--- src/rtl/core/mck_pkg.sv ---
// Shared types, microcode encoding and Morse glyph table for the keyer core.
`timescale 1ns / 1ps

package mck_pkg;

    localparam int STEP_W = 3;
    typedef logic [STEP_W-1:0] step_t;

    // Program addresses
    localparam step_t STEP_FETCH    = 3'd0;
    localparam step_t STEP_DISPATCH = 3'd1;
    localparam step_t STEP_MARK     = 3'd2;
    localparam step_t STEP_SPACE_EL = 3'd3;
    localparam step_t STEP_GAP      = 3'd4;
    localparam step_t STEP_CHKSP    = 3'd5;
    localparam step_t STEP_WORD     = 3'd6;

    localparam int DOT_W = 10;
    localparam int DUR_W = 13;
    localparam logic [DOT_W-1:0] DOT_RESET = 10'd100;
    localparam logic [DOT_W-1:0] DOT_MAX   = 10'd1000;

    localparam logic [7:0] CH_SPACE   = 8'h20;
    localparam logic [7:0] CH_UPPER_A = 8'h41;
    localparam logic [7:0] CH_UPPER_Z = 8'h5A;
    localparam logic [7:0] CH_LOWER_A = 8'h61;
    localparam logic [7:0] CH_LOWER_Z = 8'h7A;
    localparam logic [7:0] CH_ZERO    = 8'h30;
    localparam logic [7:0] CH_NINE    = 8'h39;
    localparam logic [7:0] CASE_BIT   = 8'h20;
    localparam logic [7:0] DIGIT_BASE = 8'd26;

    typedef enum logic [1:0] {
        DUR_UNIT,   // one dot time
        DUR_ELEM,   // one or three, by current element
        DUR_X3,
        DUR_X7
    } dur_sel_t;

    typedef enum logic [2:0] {
        COND_NEVER,
        COND_ALWAYS,
        COND_NO_INPUT,
        COND_NO_ELEM,
        COND_MORE_ELEM,
        COND_NOT_SPACE
    } cond_t;

    typedef struct packed {
        logic     load;
        logic     emit;
        logic     lamp;
        dur_sel_t dur;
        logic     last;
        logic     shift;
        cond_t    cond;
        step_t    target;
    } ucode_t;

    typedef struct packed {
        logic no_elem;
        logic more_elem;
        logic not_space;
        logic out_free;
    } status_t;

    // pat bit 0 is the first element; 1 = dash
    typedef struct packed {
        logic [2:0] len;
        logic [4:0] pat;
    } glyph_t;

    function automatic glyph_t mck_glyph(input logic [5:0] slot);
        glyph_t g;
        case (slot)
            6'd0:  g = '{len: 3'd2, pat: 5'b00010}; // a
            6'd1:  g = '{len: 3'd4, pat: 5'b00001}; // b
            6'd2:  g = '{len: 3'd4, pat: 5'b00101}; // c
            6'd3:  g = '{len: 3'd3, pat: 5'b00001}; // d
            6'd4:  g = '{len: 3'd1, pat: 5'b00000}; // e
            6'd5:  g = '{len: 3'd4, pat: 5'b00100}; // f
            6'd6:  g = '{len: 3'd3, pat: 5'b00011}; // g
            6'd7:  g = '{len: 3'd4, pat: 5'b00000}; // h
            6'd8:  g = '{len: 3'd2, pat: 5'b00000}; // i
            6'd9:  g = '{len: 3'd4, pat: 5'b01110}; // j
            6'd10: g = '{len: 3'd3, pat: 5'b00101}; // k
            6'd11: g = '{len: 3'd4, pat: 5'b00010}; // l
            6'd12: g = '{len: 3'd2, pat: 5'b00011}; // m
            6'd13: g = '{len: 3'd2, pat: 5'b00001}; // n
            6'd14: g = '{len: 3'd3, pat: 5'b00111}; // o
            6'd15: g = '{len: 3'd4, pat: 5'b00110}; // p
            6'd16: g = '{len: 3'd4, pat: 5'b01011}; // q
            6'd17: g = '{len: 3'd3, pat: 5'b00010}; // r
            6'd18: g = '{len: 3'd3, pat: 5'b00000}; // s
            6'd19: g = '{len: 3'd1, pat: 5'b00001}; // t
            6'd20: g = '{len: 3'd3, pat: 5'b00100}; // u
            6'd21: g = '{len: 3'd4, pat: 5'b01000}; // v
            6'd22: g = '{len: 3'd3, pat: 5'b00110}; // w
            6'd23: g = '{len: 3'd4, pat: 5'b01001}; // x
            6'd24: g = '{len: 3'd4, pat: 5'b01101}; // y
            6'd25: g = '{len: 3'd4, pat: 5'b00011}; // z
            6'd26: g = '{len: 3'd5, pat: 5'b11111}; // 0
            6'd27: g = '{len: 3'd5, pat: 5'b11110}; // 1
            6'd28: g = '{len: 3'd5, pat: 5'b11100}; // 2
            6'd29: g = '{len: 3'd5, pat: 5'b11000}; // 3
            6'd30: g = '{len: 3'd5, pat: 5'b10000}; // 4
            6'd31: g = '{len: 3'd5, pat: 5'b00000}; // 5
            6'd32: g = '{len: 3'd5, pat: 5'b00001}; // 6
            6'd33: g = '{len: 3'd5, pat: 5'b00011}; // 7
            6'd34: g = '{len: 3'd5, pat: 5'b00111}; // 8
            6'd35: g = '{len: 3'd5, pat: 5'b01111}; // 9
            default: g = '{len: 3'd0, pat: 5'b00000};
        endcase
        return g;
    endfunction

    // Unknown codes give an empty glyph
    function automatic glyph_t mck_lookup(input logic [7:0] ch);
        logic [7:0] lc;
        logic [7:0] off;
        glyph_t     g;
        lc  = ch;
        off = 8'd0;
        g   = '{len: 3'd0, pat: 5'b00000};
        if (ch inside {[CH_UPPER_A:CH_UPPER_Z]}) begin
            lc = ch | CASE_BIT;
        end
        if (lc inside {[CH_LOWER_A:CH_LOWER_Z]}) begin
            off = lc - CH_LOWER_A;
            g   = mck_glyph(off[5:0]);
        end else if (lc inside {[CH_ZERO:CH_NINE]}) begin
            off = lc - CH_ZERO + DIGIT_BASE;
            g   = mck_glyph(off[5:0]);
        end
        return g;
    endfunction

endpackage

--- src/rtl/core/mck_ucode_rom.sv ---
// Control store: one microcode word per program step.
`timescale 1ns / 1ps

module mck_ucode_rom (
    input  mck_pkg::step_t  step,
    output mck_pkg::ucode_t uword
);
    import mck_pkg::*;

    always_comb begin
        uword = '{load: 1'b0, emit: 1'b0, lamp: 1'b0, dur: DUR_UNIT, last: 1'b0,
                  shift: 1'b0, cond: COND_NEVER, target: STEP_FETCH};
        case (step)
            STEP_FETCH: begin
                uword.load   = 1'b1;
                uword.cond   = COND_NO_INPUT;
                uword.target = STEP_FETCH;
            end
            STEP_DISPATCH: begin
                uword.cond   = COND_NO_ELEM;
                uword.target = STEP_CHKSP;
            end
            STEP_MARK: begin
                uword.emit = 1'b1;
                uword.lamp = 1'b1;
                uword.dur  = DUR_ELEM;
            end
            STEP_SPACE_EL: begin
                uword.emit   = 1'b1;
                uword.shift  = 1'b1;
                uword.cond   = COND_MORE_ELEM;
                uword.target = STEP_MARK;
            end
            STEP_GAP: begin
                uword.emit   = 1'b1;
                uword.dur    = DUR_X3;
                uword.last   = 1'b1;
                uword.cond   = COND_ALWAYS;
                uword.target = STEP_FETCH;
            end
            STEP_CHKSP: begin
                uword.cond   = COND_NOT_SPACE;
                uword.target = STEP_GAP;
            end
            STEP_WORD: begin
                uword.emit   = 1'b1;
                uword.dur    = DUR_X7;
                uword.cond   = COND_ALWAYS;
                uword.target = STEP_GAP;
            end
            default: begin
                uword.cond   = COND_ALWAYS;
                uword.target = STEP_FETCH;
            end
        endcase
    end

endmodule

--- src/rtl/core/mck_datapath.sv ---
// Keyer datapath: dot time register, glyph shifter, duration scaling, output register.
`timescale 1ns / 1ps

module mck_datapath (
    input  logic                        aclk,
    input  logic                        aresetn,
    input  logic                        cfg_we,
    input  logic [mck_pkg::DOT_W-1:0]   cfg_data,
    input  mck_pkg::ucode_t             uword,
    input  logic                        load,
    input  logic                        fire,
    input  logic [7:0]                  s_char,
    input  logic                        m_tready,
    output mck_pkg::status_t            status,
    output logic                        m_tvalid,
    output logic [mck_pkg::DUR_W-1:0]   m_dur,
    output logic                        m_lamp,
    output logic                        m_last
);
    import mck_pkg::*;

    logic [DOT_W-1:0] dot_len_reg;
    logic [DOT_W-1:0] unit_reg, unit_next;
    logic [2:0]       cnt_reg;
    logic [4:0]       pat_reg;
    logic             space_reg;
    glyph_t           glyph;
    logic [DUR_W-1:0] unit_w, unit3, unit7, dur;
    logic             valid_reg;
    logic [DUR_W-1:0] dur_reg;
    logic             lamp_reg, last_reg;

    always_ff @(posedge aclk) begin
        if (!aresetn) begin
            dot_len_reg <= DOT_RESET;
        end else if (cfg_we) begin
            dot_len_reg <= cfg_data;
        end
    end

    // zero acts as one, above range saturates
    always_comb begin
        if (dot_len_reg == '0) begin
            unit_next = {{(DOT_W-1){1'b0}}, 1'b1};
        end else if (dot_len_reg > DOT_MAX) begin
            unit_next = DOT_MAX;
        end else begin
            unit_next = dot_len_reg;
        end
    end

    assign glyph = mck_lookup(s_char);

    always_ff @(posedge aclk) begin
        if (load) begin
            unit_reg  <= unit_next;
            cnt_reg   <= glyph.len;
            pat_reg   <= glyph.pat;
            space_reg <= (s_char == CH_SPACE);
        end else if (fire && uword.shift) begin
            cnt_reg <= cnt_reg - 3'd1;
            pat_reg <= {1'b0, pat_reg[4:1]};
        end
    end

    assign unit_w = {{(DUR_W-DOT_W){1'b0}}, unit_reg};
    assign unit3  = {unit_w[DUR_W-2:0], 1'b0} + unit_w;
    assign unit7  = {unit_w[DUR_W-4:0], 3'b000} - unit_w;

    always_comb begin
        case (uword.dur)
            DUR_UNIT: dur = unit_w;
            DUR_ELEM: dur = pat_reg[0] ? unit3 : unit_w;
            DUR_X3:   dur = unit3;
            DUR_X7:   dur = unit7;
            default:  dur = unit_w;
        endcase
    end

    always_ff @(posedge aclk) begin
        if (!aresetn) begin
            valid_reg <= 1'b0;
        end else if (fire) begin
            valid_reg <= 1'b1;
        end else if (m_tready) begin
            valid_reg <= 1'b0;
        end
    end

    always_ff @(posedge aclk) begin
        if (fire) begin
            dur_reg  <= dur;
            lamp_reg <= uword.lamp;
            last_reg <= uword.last;
        end
    end

    assign status.no_elem   = (cnt_reg == 3'd0);
    assign status.more_elem = (cnt_reg > 3'd1);
    assign status.not_space = !space_reg;
    assign status.out_free  = !valid_reg || m_tready;

    assign m_tvalid = valid_reg;
    assign m_dur    = dur_reg;
    assign m_lamp   = lamp_reg;
    assign m_last   = last_reg;

endmodule

--- src/rtl/core/morse_character_keyer_core.sv ---
// Top level of the Morse keyer: step sequencer over the control store and datapath.
`timescale 1ns / 1ps

// Morse character keyer core.
// Slave stream: one ASCII character per request on s_tdata[7:0]. Letters of
// either case and digits are keyed out; a space gives a seven-unit dark
// segment; anything else gives only the closing gap.
// Master stream: one lamp segment per request. m_tuser is the lamp state,
// m_tdata[12:0] the length in ms, m_tlast marks the three-unit closing gap
// that ends every character.
// Config channel: cfg_data is the dot time in ms, always taken (cfg_ready
// high); write it only while idle. Zero is used as 1, above 1000 as 1000.
// Timing: a microprogram of seven steps. s_tready is high only in the
// fetch step. A glyph runs dispatch, mark and element space per element,
// closing gap, back to fetch; a space runs dispatch, check-space, word
// gap, closing gap; an unknown code dispatch, check-space, closing gap.
// m_tvalid rises when the first emitting step of that run fires.
// Each emitting step holds while the output register is full and
// m_tready is low, so a stall on the master side only stretches the run.
// Reset: dot time back to 100 ms, program counter to fetch, output empty.
module morse_character_keyer_core (
    input  logic        aclk,
    input  logic        aresetn,
    // config write
    input  logic        cfg_valid,
    output logic        cfg_ready,
    input  logic [9:0]  cfg_data,     // dot length in ms
    // character stream
    input  logic        s_tvalid,
    output logic        s_tready,
    input  logic [7:0]  s_tdata,      // [7:0] character
    // segment stream
    output logic        m_tvalid,
    input  logic        m_tready,
    output logic [15:0] m_tdata,      // [12:0] duration, [15:13] zero
    output logic        m_tuser,      // [0] lamp_on
    output logic        m_tlast       // closing letter gap
);
    import mck_pkg::*;

    step_t            step_reg, step_next;
    ucode_t           uword;
    status_t          status;
    logic             accept, fire, jump;
    logic [DUR_W-1:0] m_dur;

    mck_ucode_rom u_rom (
        .step  (step_reg),
        .uword (uword)
    );

    assign cfg_ready = 1'b1;
    assign s_tready  = uword.load;
    assign accept    = s_tvalid && s_tready;
    // an emitting step only executes when the output register can take it
    assign fire      = uword.emit && status.out_free;

    mck_datapath u_dp (
        .aclk     (aclk),
        .aresetn  (aresetn),
        .cfg_we   (cfg_valid && cfg_ready),
        .cfg_data (cfg_data),
        .uword    (uword),
        .load     (accept),
        .fire     (fire),
        .s_char   (s_tdata),
        .m_tready (m_tready),
        .status   (status),
        .m_tvalid (m_tvalid),
        .m_dur    (m_dur),
        .m_lamp   (m_tuser),
        .m_last   (m_tlast)
    );

    assign m_tdata = {{(16-DUR_W){1'b0}}, m_dur};

    // branch condition mux
    always_comb begin
        case (uword.cond)
            COND_NEVER:     jump = 1'b0;
            COND_ALWAYS:    jump = 1'b1;
            COND_NO_INPUT:  jump = !s_tvalid;
            COND_NO_ELEM:   jump = status.no_elem;
            COND_MORE_ELEM: jump = status.more_elem;
            COND_NOT_SPACE: jump = status.not_space;
            default:        jump = 1'b0;
        endcase
    end

    always_comb begin
        if (uword.emit && !status.out_free) begin
            step_next = step_reg;               // hold on back-pressure
        end else if (jump) begin
            step_next = uword.target;
        end else begin
            step_next = step_reg + step_t'(1);
        end
    end

    always_ff @(posedge aclk) begin
        if (!aresetn) begin
            step_reg <= STEP_FETCH;
        end else begin
            step_reg <= step_next;
        end
    end

    // accepted character always moves on to dispatch
    a_accept_dispatch: assert property (@(posedge aclk) disable iff (!aresetn)
        accept |=> (step_reg == STEP_DISPATCH))
        else $error("accept did not advance to dispatch");

    // closing gap ends the program run
    a_gap_returns: assert property (@(posedge aclk) disable iff (!aresetn)
        (fire && uword.last) |=> (step_reg == STEP_FETCH))
        else $error("closing gap did not return to fetch");

    // a lit segment is never the closing gap
    a_lit_not_last: assert property (@(posedge aclk) disable iff (!aresetn)
        (m_tvalid && m_tuser) |-> !m_tlast)
        else $error("lit segment flagged last");

    // program counter stays inside the program
    a_step_range: assert property (@(posedge aclk) disable iff (!aresetn)
        step_reg <= STEP_WORD)
        else $error("step counter outside program");

endmodule

--- config.mk ---
export PLATFORM = sky130hd
export DESIGN_NAME = morse_character_keyer_core
export DESIGN_NICKNAME = d
export VERILOG_FILES = /design/src/rtl/core/mck_pkg.sv /design/src/rtl/core/mck_ucode_rom.sv /design/src/rtl/core/mck_datapath.sv /design/src/rtl/core/morse_character_keyer_core.sv
export SDC_FILE = /design/constraint.sdc
export NUM_CORES = 1
export LEC_CHECK = 0
export BUFFER_PORTS_ARGS = -buffer_cell sky130_fd_sc_hd__buf_4
export CORE_MARGIN = 1.5
export CORE_UTILIZATION = 55
export CTS_CLUSTER_DIAMETER = 50
export CTS_CLUSTER_SIZE = 16
export DETAILED_ROUTE_END_ITERATION = 8
export PLACE_DENSITY = 0.84
export REMOVE_ABC_BUFFERS = 1
export SYNTH_ARGS = -nofsm -noshare
export SYNTH_HDL_FRONTEND = slang
export SYNTH_SLANG_ARGS = --single-unit
--- constraint.sdc ---
create_clock -name aclk -period 2.81 [get_ports aclk]
set_input_delay 0.562 -clock aclk [delete_from_list [all_inputs] [get_ports aclk]]
set_output_delay 0.562 -clock aclk [all_outputs]
set_load 0.005 [all_outputs]
# Yosys cells after proc, flatten, opt, wreduce, memory -nomap -nowiden
# Memory sizes are Yosys's and may differ from the RTL's.
# Cells that the tools add are included.
[totals]
register_bits = 48
mem_bits_ro = 1024
output_inout_bits = 21
mem_count = 2
[memory_table]
columns = ["memory", "words", "word_bits", "read_ports", "rd_ports_with_merged_regs", "write_ports", "line", "rtl"]
rows = [
  ["(no name shown)", 64, 8, 1, 0, 0, "mck_pkg.sv:75", "case (slot)"],
  ["(no name shown)", 64, 8, 1, 0, 0, "mck_pkg.sv:75", ""],
]
[op_classes]
add_sub_neg = 7
order_cmp = 8
n_eq_ne = 15
mux = 21
n_reduce_logical = 20
[op_table]
columns = ["cell", "n"]
rows = [
  ["case mux 13 bit (4 select lines)", 1],
  ["case mux 6 bit (6 select lines)", 1],
  ["greater-or-equal comparator 8 x 7 -> 1 bit, second input constant", 2],
  ["<= comparator 8 x 7 -> 1 bit, second input constant", 2],
  ["two-way mux 8 bit", 2],
  ["== test 3 bit, second input constant", 5],
  ["two-way mux 13 bit", 1],
  ["subtractor 13 x 10 -> 13 bit", 1],
  ["adder 11 x 10 -> 12 bit", 1],
  ["== test 3 x 2 -> 1 bit, second input constant", 4],
  ["subtractor 6 bit, second input constant", 2],
  ["> comparator 10 bit, second input constant", 1],
  ["logical NOT 10 bit", 1],
  ["two-way mux 10 bit", 1],
  ["two-way mux 5 bit", 2],
  ["two-way mux 3 bit", 3],
  ["== test 8 x 6 -> 1 bit, second input constant", 1],
  ["greater-or-equal comparator 8 x 6 -> 1 bit, second input constant", 1],
  ["<= comparator 8 x 6 -> 1 bit, second input constant", 1],
  ["logical AND 1 bit", 7],
  ["two-way mux 1 bit", 7],
  ["adder 6 x 5 -> 6 bit, second input constant", 1],
  ["== test 3 x 1 -> 1 bit, second input constant", 2],
  ["logical NOT 3 bit", 2],
  ["other kinds (14)", 19],
]

# Depth between registers and ports, before layout
# Gate-level depths: netlist of the first run.
# An unclocked memory read counts as a cell.
[logic_depth]
depth_word = 9
ltp_mapped = 12
depth_no_buf = 10

# Hierarchy
# From an unflattened synthesis of the first run, not the netlist that was laid out.
[hier_totals]
cells_unflattened = 521
area_unflattened_um2 = 4509.3
[modules_own_cells]
columns = ["module", "instances", "cells_each", "area_each_um2", "seq_area_each_um2"]
rows = [
  ["mck_datapath", 1, 467, 4106.4, 1241.2],
  ["morse_character_keyer_core", 1, 37, 292.8, 60.1],
  ["mck_ucode_rom", 1, 17, 110.1, 0.0],
]

# Worst setup path before layout of the first run
# Ideal clock, no wire load.
[synth_timing]
path_kind = "input to register"
from = "in s_tdata[0]"
to = "reg u_dp.pat_reg[0] (data pin)"
setup_ns = 0.264
t_arrival_ns = 2.759
required_time_ns = 2.546
slack_ns = -0.213
stages = 12
path_cell_list = "buf_4 -> clkinv_1 -> ha_1 -> clkbuf_1 -> inv_1 -> ha_1 -> clkinv_1 -> a211oi_1 -> nor3_1 -> o211a_1 -> o211ai_1 -> nand3_1"
[synth_via]
elab_chain_len = 9
elab_cells_between_ends = 18
classes_between = "add/sub (3); order compare (6); mux (4); reduce/logical (3); memory (2)"
[synth_rtl]
columns = ["item", "line", "rtl"]
rows = [
  ["from (decl)", "morse_character_keyer_core.sv:31", "input logic [7:0] s_tdata,"],
  ["greater-or-equal comparator 8 x 7 -> 1 bit / <= comparator 8 x 7 -> 1 bit (equally long branches)", "mck_pkg.sv:125", "if (ch inside {[CH_UPPER_A:CH_UPPER_Z]}) begin"],
  ["logical AND 1 bit", "mck_pkg.sv:125", ""],
  ["two-way mux 6 bit (*)", "mck_pkg.sv:125", ""],
  ["subtractor 6 bit", "mck_pkg.sv:132", "off = lc - CH_ZERO + DIGIT_BASE;"],
  ["adder 6 x 5 -> 6 bit", "mck_pkg.sv:132", ""],
  ["memory read (64 x 8 bit)", "n/a", ""],
  ["two-way mux 8 bit", "mck_pkg.sv:131", "end else if (lc inside {[CH_ZERO:CH_NINE]}) begin"],
  ["two-way mux 8 bit (*)", "mck_pkg.sv:128", "if (lc inside {[CH_LOWER_A:CH_LOWER_Z]}) begin"],
  ["two-way mux 5 bit (*)", "mck_datapath.sv:55", "if (load) begin"],
  ["to (signal assigned)", "mck_datapath.sv:58", "pat_reg <= glyph.pat;"],
  ["to (signal assigned)", "mck_datapath.sv:62", "pat_reg <= {1'b0, pat_reg[4:1]};"],
  ["to (decl)", "mck_datapath.sv:25", "logic [4:0] pat_reg;"],
]
# Mark *: on every way between the ends. The rest lies on a longest branch, timed or not.
# A chain may end at the register's enable or synchronous reset.

# Worst setup path in the final report of the first run
[layout_timing]
from = "reg u_dp.unit_reg[1]"
to = "reg u_dp.dur_reg[7] (netlist: u_dp.m_dur[7]) (data pin)"
[layout_via]
elab_chain_len = 3
elab_cells_between_ends = 4
classes_between = "add/sub (2); mux (2)"
[layout_rtl]
columns = ["item", "line", "rtl"]
rows = [
  ["from (decl)", "mck_datapath.sv:23", "logic [DOT_W-1:0] unit_reg, unit_next;"],
  ["from (signal assigned)", "mck_datapath.sv:56", "unit_reg <= unit_next;"],
  ["adder 11 x 10 -> 12 bit", "mck_datapath.sv:67", "assign unit3 = {unit_w[DUR_W-2:0], 1'b0} + unit_w;"],
  ["two-way mux 13 bit", "mck_datapath.sv:73", "DUR_ELEM: dur = pat_reg[0] ? unit3 : unit_w;"],
  ["case mux 13 bit (4 select lines) (*)", "mck_datapath.sv:71", "case (uword.dur)"],
  ["via u_dp.dur[7]", "mck_datapath.sv:28", "logic [DUR_W-1:0] unit_w, unit3, unit7, dur;"],
  ["to (signal assigned)", "mck_datapath.sv:92", "dur_reg <= dur;"],
  ["to (decl)", "mck_datapath.sv:30", "logic [DUR_W-1:0] dur_reg;"],
]
# Mark *: on every way through the listed nets, which the timed path passes. The rest lies on a longest branch.

==> out/metrics.cfg, run 1 <==
[status]
status = complete, no violations

[worst_setup_path]
crit_buf_inv = 0
worstPathArrival_ps = 2640
slowest_delay_ps = 530
reg2reg_from = u_dp.unit_reg[1]
worst_path_max_delay_cell = edfxtp_1
critical-path-top-delay-family = adder cells
critical_path_class = register to register
crit_required_ps = 2860
startpoint = u_dp.unit_reg[1]
rrSetupSlack_ps = 220
cp_max_fo = 6
start_kind = register
end_kind = register
crit_chain = ha_1, fa_1, a211oi_1, nor2_1, o21ai_0, nor2b_1, xor2_1, o221ai_1

[synthesis]
ys_ff_latch = 48
yosysWarnings = 0
synth_edf_count = 34
synth_ff_type = edfxtp_1
avgSynthCellArea_um2 = 8.86
ys_seq_area_share_pct = 28.3
netlist_area_um2 = 4600
synthArstFlopShare_pct = 0
yosysTopAreaCellShare_pct = 22.2
netlist.top_cell.by_area = edfxtp_1
yosysUniqueCellTypes = 83
netlist_top_cells_area = edfxtp_1 (22%), ha_1 (11%), dfxtp_1 (6.1%)
syn_inst = 519

[finish]
fin_cells = 661
multi_input_area_um2 = 3010
layout-drive-gt1-share_pct = 17.1
largest_register_ffs = 13
fillers = 700
area_growth_pct = 10.9
nNetsFinal = 619
antenna-diode-count = 0
regArea_um2 = 1300

[routing]
ant_nets = 0
routed_wl_um = 11200
dr.pass1.iters = 4
drt_iter0_markers = 217
vias = 4087
wl_per_cell_um = 16.9
viasPerCell = 6.18
drc = 0

[floorplan]
core_um2 = 8180
dieArea_um2 = 8920
die_w_um = 94.4
rows = 33
dieHeight_um = 94.4
pin_count = 44
initial_utilization_pct = 56.3

[placed_design]
gp_congestion = 0.930
placement.io_buffers = 39
hpwlAfterDp_um = 8470
dp_cells = 653

[sta]
max_freq_mhz = 386
fin_worst_skew_ps = 21.2
fin_crit_sh_pct = 92.2
setup-tns-final_ps = 0
report.final.slew_viol_count = 0
rsz0062_at_grt = false
hold_viol_final = 0
setup_viol = 0
slew_headroom_pct = 15.3
worst_pin_slew_ps = 1270
fin_crit_ps = 2590

[clocking]
cts_buffers = 5
path_clk_slew_ps = 110
cts_sinks = 48
clock_path_buffers = 2
cts-root-buf = clkbuf_8
cts_max_level = 2
clk_latency_ps = 310
cts_hold_buf = 0
postCtsResizedCells = 0
post_cts_buffers = 0
cts_tree = yes

[flow_run]
cap_violations = 0

[pwr]
vdd_drop_max_mv = 0.284
total_power_uw = 3600
powerDensity_nw_per_um2 = 706
p_leak_uw = 0.00206

[min_path]
hold_path_class = input pin to register
min-delay-start = cfg_data[5]

[global_routing]
antenna_found_initial = 0
grt_pass1_wl_um = 18300
grt_max_degree = 25
grt_pass1_vias = 3858
grt.total_usage_pct = 25.7
overflow = 0

## metal layers
layer	part of all wire, %	vias to the layer above	GRT usage, %
met5	0	-	0
met4	2.6	0	9.83
met3	4.2	28	2.82
met2	50	137	44.2
met1	44	1912	32.9
li1	-	2010	-
## where the power goes
group | switching [uW] | internal, uW
clock network | 248 | 233
registers | 136 | 1060
logic | 1070 | 849
total | 1460 | 2140
## worst register-to-register path, stage by stage, from the launching register on
cell      delay [ps]
edfxtp_1         530
ha_1             280
fa_1             430
a211oi_1         230
nor2_1           110
o21ai_0          240
nor2b_1          200
xor2_1           150
o221ai_1         150
## path summary, 6_finish.rpt
check / endpoint / depth (start not counted)
setup reg to reg: u_dp.m_dur[7] / 8
setup / recovery: u_dp.m_dur[7] / 8
hold reg to reg: u_dp.unit_reg[6] / 0
hold / removal: u_dp.dot_len_reg[5] / 3
## stage by stage
stage / area [um^2] / util [%] / hold WS, ps / setup slack, ps
after floorplan: 4400 / - / 445 / -144
after global placement: 4990 / 61.0 / 468 / 113
after detailed placement: 4990 / 61.0 / 475 / 33.5
after CTS: 5100 / 62.4 / 462 / 258
after global routing: 5100 / 62.4 / 489 / 35.2
final: 5100 / 62.4 / 469 / 218
## cell families after synthesis
logic type / share of synthesized area [%]
compound gates: 24.9
simple gates: 17.6
buf+inv: 6.50
flops: 28.3
fa+ha+maj: 11.3
xor+xnor: 5.93
mux: 5.25
other cells: 0.163
## Yosys cell counts (4+ instances only)
library cell / n
xor2_1: 4
buf_2: 4
ha_1: 40
buf_6: 4
o21ai_0: 29
inv_1: 20
o211ai_1: 8
o22ai_1: 5
nand2_1: 26
mux2i_1: 23
a31oi_1: 7
dfxtp_1: 14
a211oi_1: 12
nand3_1: 16
nor3_1: 17
nor2_1: 37
and2_1: 6
xnor2_1: 16
clkbuf_1: 18
nand2b_1: 8
a21oi_1: 43
nor2b_1: 16
o221ai_1: 4
a221oi_1: 4
buf_4: 7
edfxtp_1: 34
xnor2_2: 5
and3_1: 5
nand4_1: 5
a221o_1: 5
## cells in the final DEF, fill, tap and decap left out, drive strengths merged, types with 21 or more instances in the layout
cell    Yosys  layout
o21ai      33      33
buf        16      61
xnor2      21      21
mux2i      23      23
ha         40      40
edfxtp     34      34
nor2       38      38
a21oi      44      44
nand2      28      28
inv        23      23
## area by class of cell
| type | count | area share (%) |
|---|---|---|
| clock buffer | 6 | 1.84 |
| multi-input combinational | 414 | 58.9 |
| timing repair buffer | 61 | 8.97 |
| sequential | 48 | 25.5 |
| inverter | 25 | 1.84 |
| tap | 105 | 2.57 |
| clock inverter | 2 | 0.343 |
Note: power is estimated with default switching activity, not from simulation.
==> run 2, diff against run 1 <==
Settings changed: ABC_AREA from default to 1, PLACE_DENSITY 0.84 to 0.81.
Clock period 2.81 ns to 3.27 ns, I/O delays scaled along.
==> out/metrics.cfg, run 2 <==
[global_routing]
overflow = 0
grt_pass1_vias = 4311
grt_max_degree = 18
antenna_found_initial = 0
grt_pass1_wl_um = 20200
grt.total_usage_pct = 28.2

[sta]
fin_worst_skew_ps = 10.3
fin_ws_ps = 490
rsz0062_at_grt = false
max_freq_mhz = 360
report.final.slew_viol_count = 0
hold_viol_final = 0
worst_pin_slew_ps = 609
fin_crit_sh_pct = 85.0
slew_headroom_pct = 59.3
setup_viol = 0
setup-tns-final_ps = 0
fin_crit_ps = 2780

[worst_setup_path]
start_kind = input pin
end_kind = register
cp_max_fo = 14
crit_required_ps = 3330
crit_chain = buf_4, inv_1, ha_1, inv_1, ha_1, inv_1, nand2_1, nand2_1, nand3_1, nand2_1, nand2_1, nand2_1, nand3_1, a21oi_1, nand2_1, nand2_1
critical_path_class = input pin to register
critical-path-top-delay-family = adder cells
slowest_delay_ps = 520
cpMostUsedCell = nand2_1
worstPathArrival_ps = 2840
worst_path_max_delay_cell = ha_1
rrSetupSlack_ps = 970
crit_buf_inv = 4

[finish]
largest_register_ffs = 13
nNetsFinal = 797
regArea_um2 = 1300
final_cell_mix = nand2_1 (204), inv_1 (80), nand3_1 (79)
layout-drive-gt1-share_pct = 11.6
multi_input_area_um2 = 2930
area_growth_pct = 8.86
antenna-diode-count = 0
final_common_cell = nand2_1
fillers = 775

[floorplan]
dieHeight_um = 95.4
initial_utilization_pct = 56.8
core_um2 = 8260
die_w_um = 95.4
dieArea_um2 = 9090
pin_count = 44
rows = 33

[clocking]
cts-root-buf = clkbuf_8
cts_max_level = 2
cts_sinks = 48
cts_hold_buf = 0
postCtsResizedCells = 0
clock_path_buffers = 2
post_cts_buffers = 0
cts_tree = yes
clk_latency_ps = 310
path_clk_slew_ps = 100
cts_buffers = 5

[synthesis]
yosysTopAreaCellShare_pct = 21.8
synthTopCellsByCount = nand2_1 (204), inv_1 (80), nand3_1 (79)
ys_ff_latch = 48
avgSynthCellArea_um2 = 6.64
synth_ff_type = edfxtp_1
syn_inst = 706
netlist_top_cells_area = edfxtp_1 (22%), nand2_1 (16%), ha_1 (11%)
synth_edf_count = 34
synthArstFlopShare_pct = 0
netlist.top_cell.by_area = edfxtp_1
ys_seq_area_share_pct = 27.7
yosysMostFrequentCell = nand2_1
yosysWarnings = 0
yosysUniqueCellTypes = 45
netlist_area_um2 = 4690

[routing]
drc = 0
dr.pass1.iters = 5
met3WireLength_um = 708
drt_iter0_markers = 270
vias = 4659
routed_wl_um = 12200
ant_nets = 0
met1_length_um = 5500
wl_per_cell_um = 14.5
viasPerCell = 5.55
top_layer = met4
wl_met2_um = 5710

[min_path]
hold_path_class = register to register

[placed_design]
placement.io_buffers = 39
gp_congestion = 0.956
hpwlAfterDp_um = 9510
place_ws_ps = 240

[pwr]
vdd_drop_max_mv = 0.276
p_leak_uw = 0.00257
powerDensity_nw_per_um2 = 594

[flow_run]
cap_violations = 0

[status]
status = complete, no violations

## run 2: changes by cell type after synthesis, moves of 16 or more
cell     before  now
inv_1        20   80
mux2i_1      23    0
nand2_1      26  204
nand3_1      16   79
nor2b_1      16    0
o21ai_0      29   52
## run 2: final timing paths
path | startpoint | to | cells past startpoint
setup / recovery | s_tdata[1] | u_dp.pat_reg[3] | 16
hold / removal | u_dp.dot_len_reg[1] | u_dp.dot_len_reg[1] | 2
setup reg to reg | u_dp.unit_reg[0] | u_dp.m_dur[5] | 6
hold reg to reg | u_dp.dot_len_reg[1] | u_dp.dot_len_reg[1] | 2
## run 2: cell families (layout without fill, tap and decap cells)
| family | after synthesis | in the layout | share of synthesized area [%] |
|---|---|---|---|
| other | 2 | 4 | 0.160 |
| AO/OA/AOI/OAI | 118 | 118 | 13.8 |
| buffers and inverters | 111 | 137 | 9.92 |
| XOR/XNOR | 4 | 4 | 0.747 |
| adder cells (fa/ha/maj) | 41 | 41 | 11.1 |
| AND/OR/NAND/NOR | 382 | 382 | 36.5 |
| flip-flops | 48 | 48 | 27.7 |
## run 2: metal layers
metal,vias to the layer above,GRT usage (%)
li1,2382,-
met1,2090,37.7
met2,167,46.7
met3,20,4.15
met4,0,8.46
met5,-,0
## run 2: final cells by class
cell class	instances	share of cell area, %
multi-input combinational	549	57.4
sequential	48	25.5
inverter	87	6.54
timing repair buffer	42	6.17
tap	105	2.57
clock buffer	5	1.35
clock inverter	3	0.466
## run 2: metrics by stage
step	hold WS, ps	instances	total power (uW)	cell area (um^2)	util (%)
2_1_floorplan	447	684	2140	4570	-
5_1_grt	527	839	3310	5110	61.8
3_3_place_gp	461	831	2590	5010	60.7
4_1_cts	485	839	3020	5110	61.8
3_5_place_dp	469	831	2630	5010	60.7
6_report	485	839	3030	5110	61.8
## run 2: worst reg2reg max path, delay by kind of cell, from the launching register on
family / cells / cell delay [ps]
adders and majority gates: 2 / 750
DFF: 1 / 520
and+or+nand+nor: 2 / 220
AOI/OAI and AO/OA: 2 / 530
## run 2: power breakdown
group / internal (uW) / leakage, uW / switching, uW
clock network: 157 / 0.0000495 / 229
logic: 603 / 0.00208 / 1020
registers: 903 / 0.000438 / 117
total: 1660 / 0.00257 / 1370
==> run 3, diff against run 2 <==
Settings changed: ABC_AREA 1 to default.
==> out/metrics.cfg, run 3 (synthesis results as in run 1) <==
[sta]
fin_crit_sh_pct = 83.9
fin_ws_ps = 526
hold_viol_final = 0
slew_headroom_pct = 18.8
setup_viol = 0
report.final.slew_viol_count = 0
worst_pin_slew_ps = 1210
max_freq_mhz = 364
fin_crit_ps = 2740
fin_worst_skew_ps = 11.2
rsz0062_at_grt = false
setup-tns-final_ps = 0

[global_routing]
grt_pass1_wl_um = 18200
grt_max_degree = 32
grt.total_usage_pct = 25.3
overflow = 0
antenna_found_initial = 0
grt_pass1_vias = 3744

[routing]
met3WireLength_um = 505
routed_wl_um = 10900
drc = 0
vias = 4070
met1_length_um = 4700
drt_iter0_markers = 208
ant_nets = 0
top_layer = met4
wl_met2_um = 5580
wl_per_cell_um = 16.8
dr.pass1.iters = 5
viasPerCell = 6.26

[worst_setup_path]
rrSetupSlack_ps = 680
reg2reg_depth = 8
crit_required_ps = 3330
critical_path_class = input pin to register
cp_max_fo = 20
end_kind = register
reg2reg_from = u_dp.unit_reg[1]
start_kind = input pin
rr_endpoint = u_dp.m_dur[7]
worstPathArrival_ps = 2800

[min_path]
holdPathStages = 0
hold_path_class = register to register
min-delay-start = u_dp.dot_len_reg[6]
holdPathEnd = u_dp.unit_reg[6]

[placed_design]
gp_congestion = 0.936
placement.io_buffers = 39
hpwlAfterDp_um = 8200
place_ws_ps = 222

[clocking]
cts_hold_buf = 0
cts_max_level = 2
path_clk_slew_ps = 100
cts_sinks = 48
clk_latency_ps = 300
cts-root-buf = clkbuf_8
post_cts_buffers = 0
clock_path_buffers = 2
cts_tree = yes
postCtsResizedCells = 0
cts_buffers = 5

[pwr]
vdd_drop_max_mv = 0.235
p_seq_share_pct = 33.8
internal-power_uw = 1790
p_sw_share_pct = 41.0
powerDensity_nw_per_um2 = 606
p_leak_uw = 0.00200
power_frac_comb_pct = 53.8
power.share.clock_pct = 12.3
switching_power_uw = 1240

[floorplan]
dieHeight_um = 94.4
dieArea_um2 = 8920
pin_count = 44
initial_utilization_pct = 56.3
rows = 33
die_w_um = 94.4
core_um2 = 8180

[finish]
fillers = 693
largest_register_ffs = 13
layout-drive-gt1-share_pct = 15.4
antenna-diode-count = 0
final_cell_mix = buf_4 (50), a21oi_1 (43), ha_1 (40)
nNetsFinal = 608
area_growth_pct = 8.79
final_common_cell = buf_4

[flow_run]
cap_violations = 0

[status]
status = complete, no violations

run 3: changes by cell type in the layout (fill, tap and decap cells not counted), moves of 16 or more:
cell and delta:
inv_1 -60, mux2i_1 +23, nand2_1 -178, nand3_1 -63, nor2b_1 +16, o21ai_0 -23
run 3: worst max-delay path by stage:
stage	endpoint	startpoint	cells past startpoint	slack, ps
2_1_floorplan	u_dp.pat_reg[0]	s_tdata[1]	10	220
3_5_place_dp	u_dp.pat_reg[3]	s_tdata[1]	9	220
6_report	u_dp.pat_reg[3]	s_tdata[1]	9	530
5_1_grt	u_dp.pat_reg[3]	s_tdata[1]	9	320
3_3_place_gp	u_dp.pat_reg[1]	s_tdata[1]	9	270
4_1_cts	u_dp.cnt_reg[1]	s_tdata[1]	8	570
run 3: area by class of cell:
class	count	area, um^2	area share (%)
clock buffers	5	68.8	1.38
clock inverters	3	26.3	0.525
inverters	25	93.8	1.88
multi-input cells	414	3010	60.1
flip-flops and latches	48	1300	26.0
well taps	105	131	2.63
repair buffers	50	375	7.50
run 3: power by group through the flow:
stage,clock (uW),sequential [uW],combinational (uW)
4_1_cts,383,1030,1620
6_report,374,1030,1630
3_3_place_gp,0,1030,1560
2_1_floorplan,0,1020,1140
5_1_grt,406,1060,1820
3_5_place_dp,0,1040,1610
run 3: through the flow:
step / cells / power [uW] / hold WS [ps] / instance area [um^2] / util (%)
2_1_floorplan: 487 / 2150 / 445 / 4400 / -
3_3_place_gp: 642 / 2590 / 470 / 4910 / 60.0
3_5_place_dp: 642 / 2650 / 467 / 4910 / 60.0
4_1_cts: 650 / 3030 / 497 / 5000 / 61.2
5_1_grt: 650 / 3280 / 521 / 5000 / 61.2
6_report: 650 / 3030 / 504 / 5000 / 61.2
run 3: layer usage:
| layer | vias to the layer above | global-route usage (%) |
|---|---|---|
| li1 | 1986 | - |
| met2 | 156 | 45.1 |
| met5 | - | 0 |
| met1 | 1916 | 32.2 |
| met4 | 0 | 6.84 |
| met3 | 12 | 2.82 |
run 3: critical path: stages:
cell	delay [ps]
buf_4	210
inv_2	160
ha_1	260
a21boi_4	170
xnor2_1	680
a21oi_1	180
o21ai_0	110
a21oi_1	90
a221o_1	260
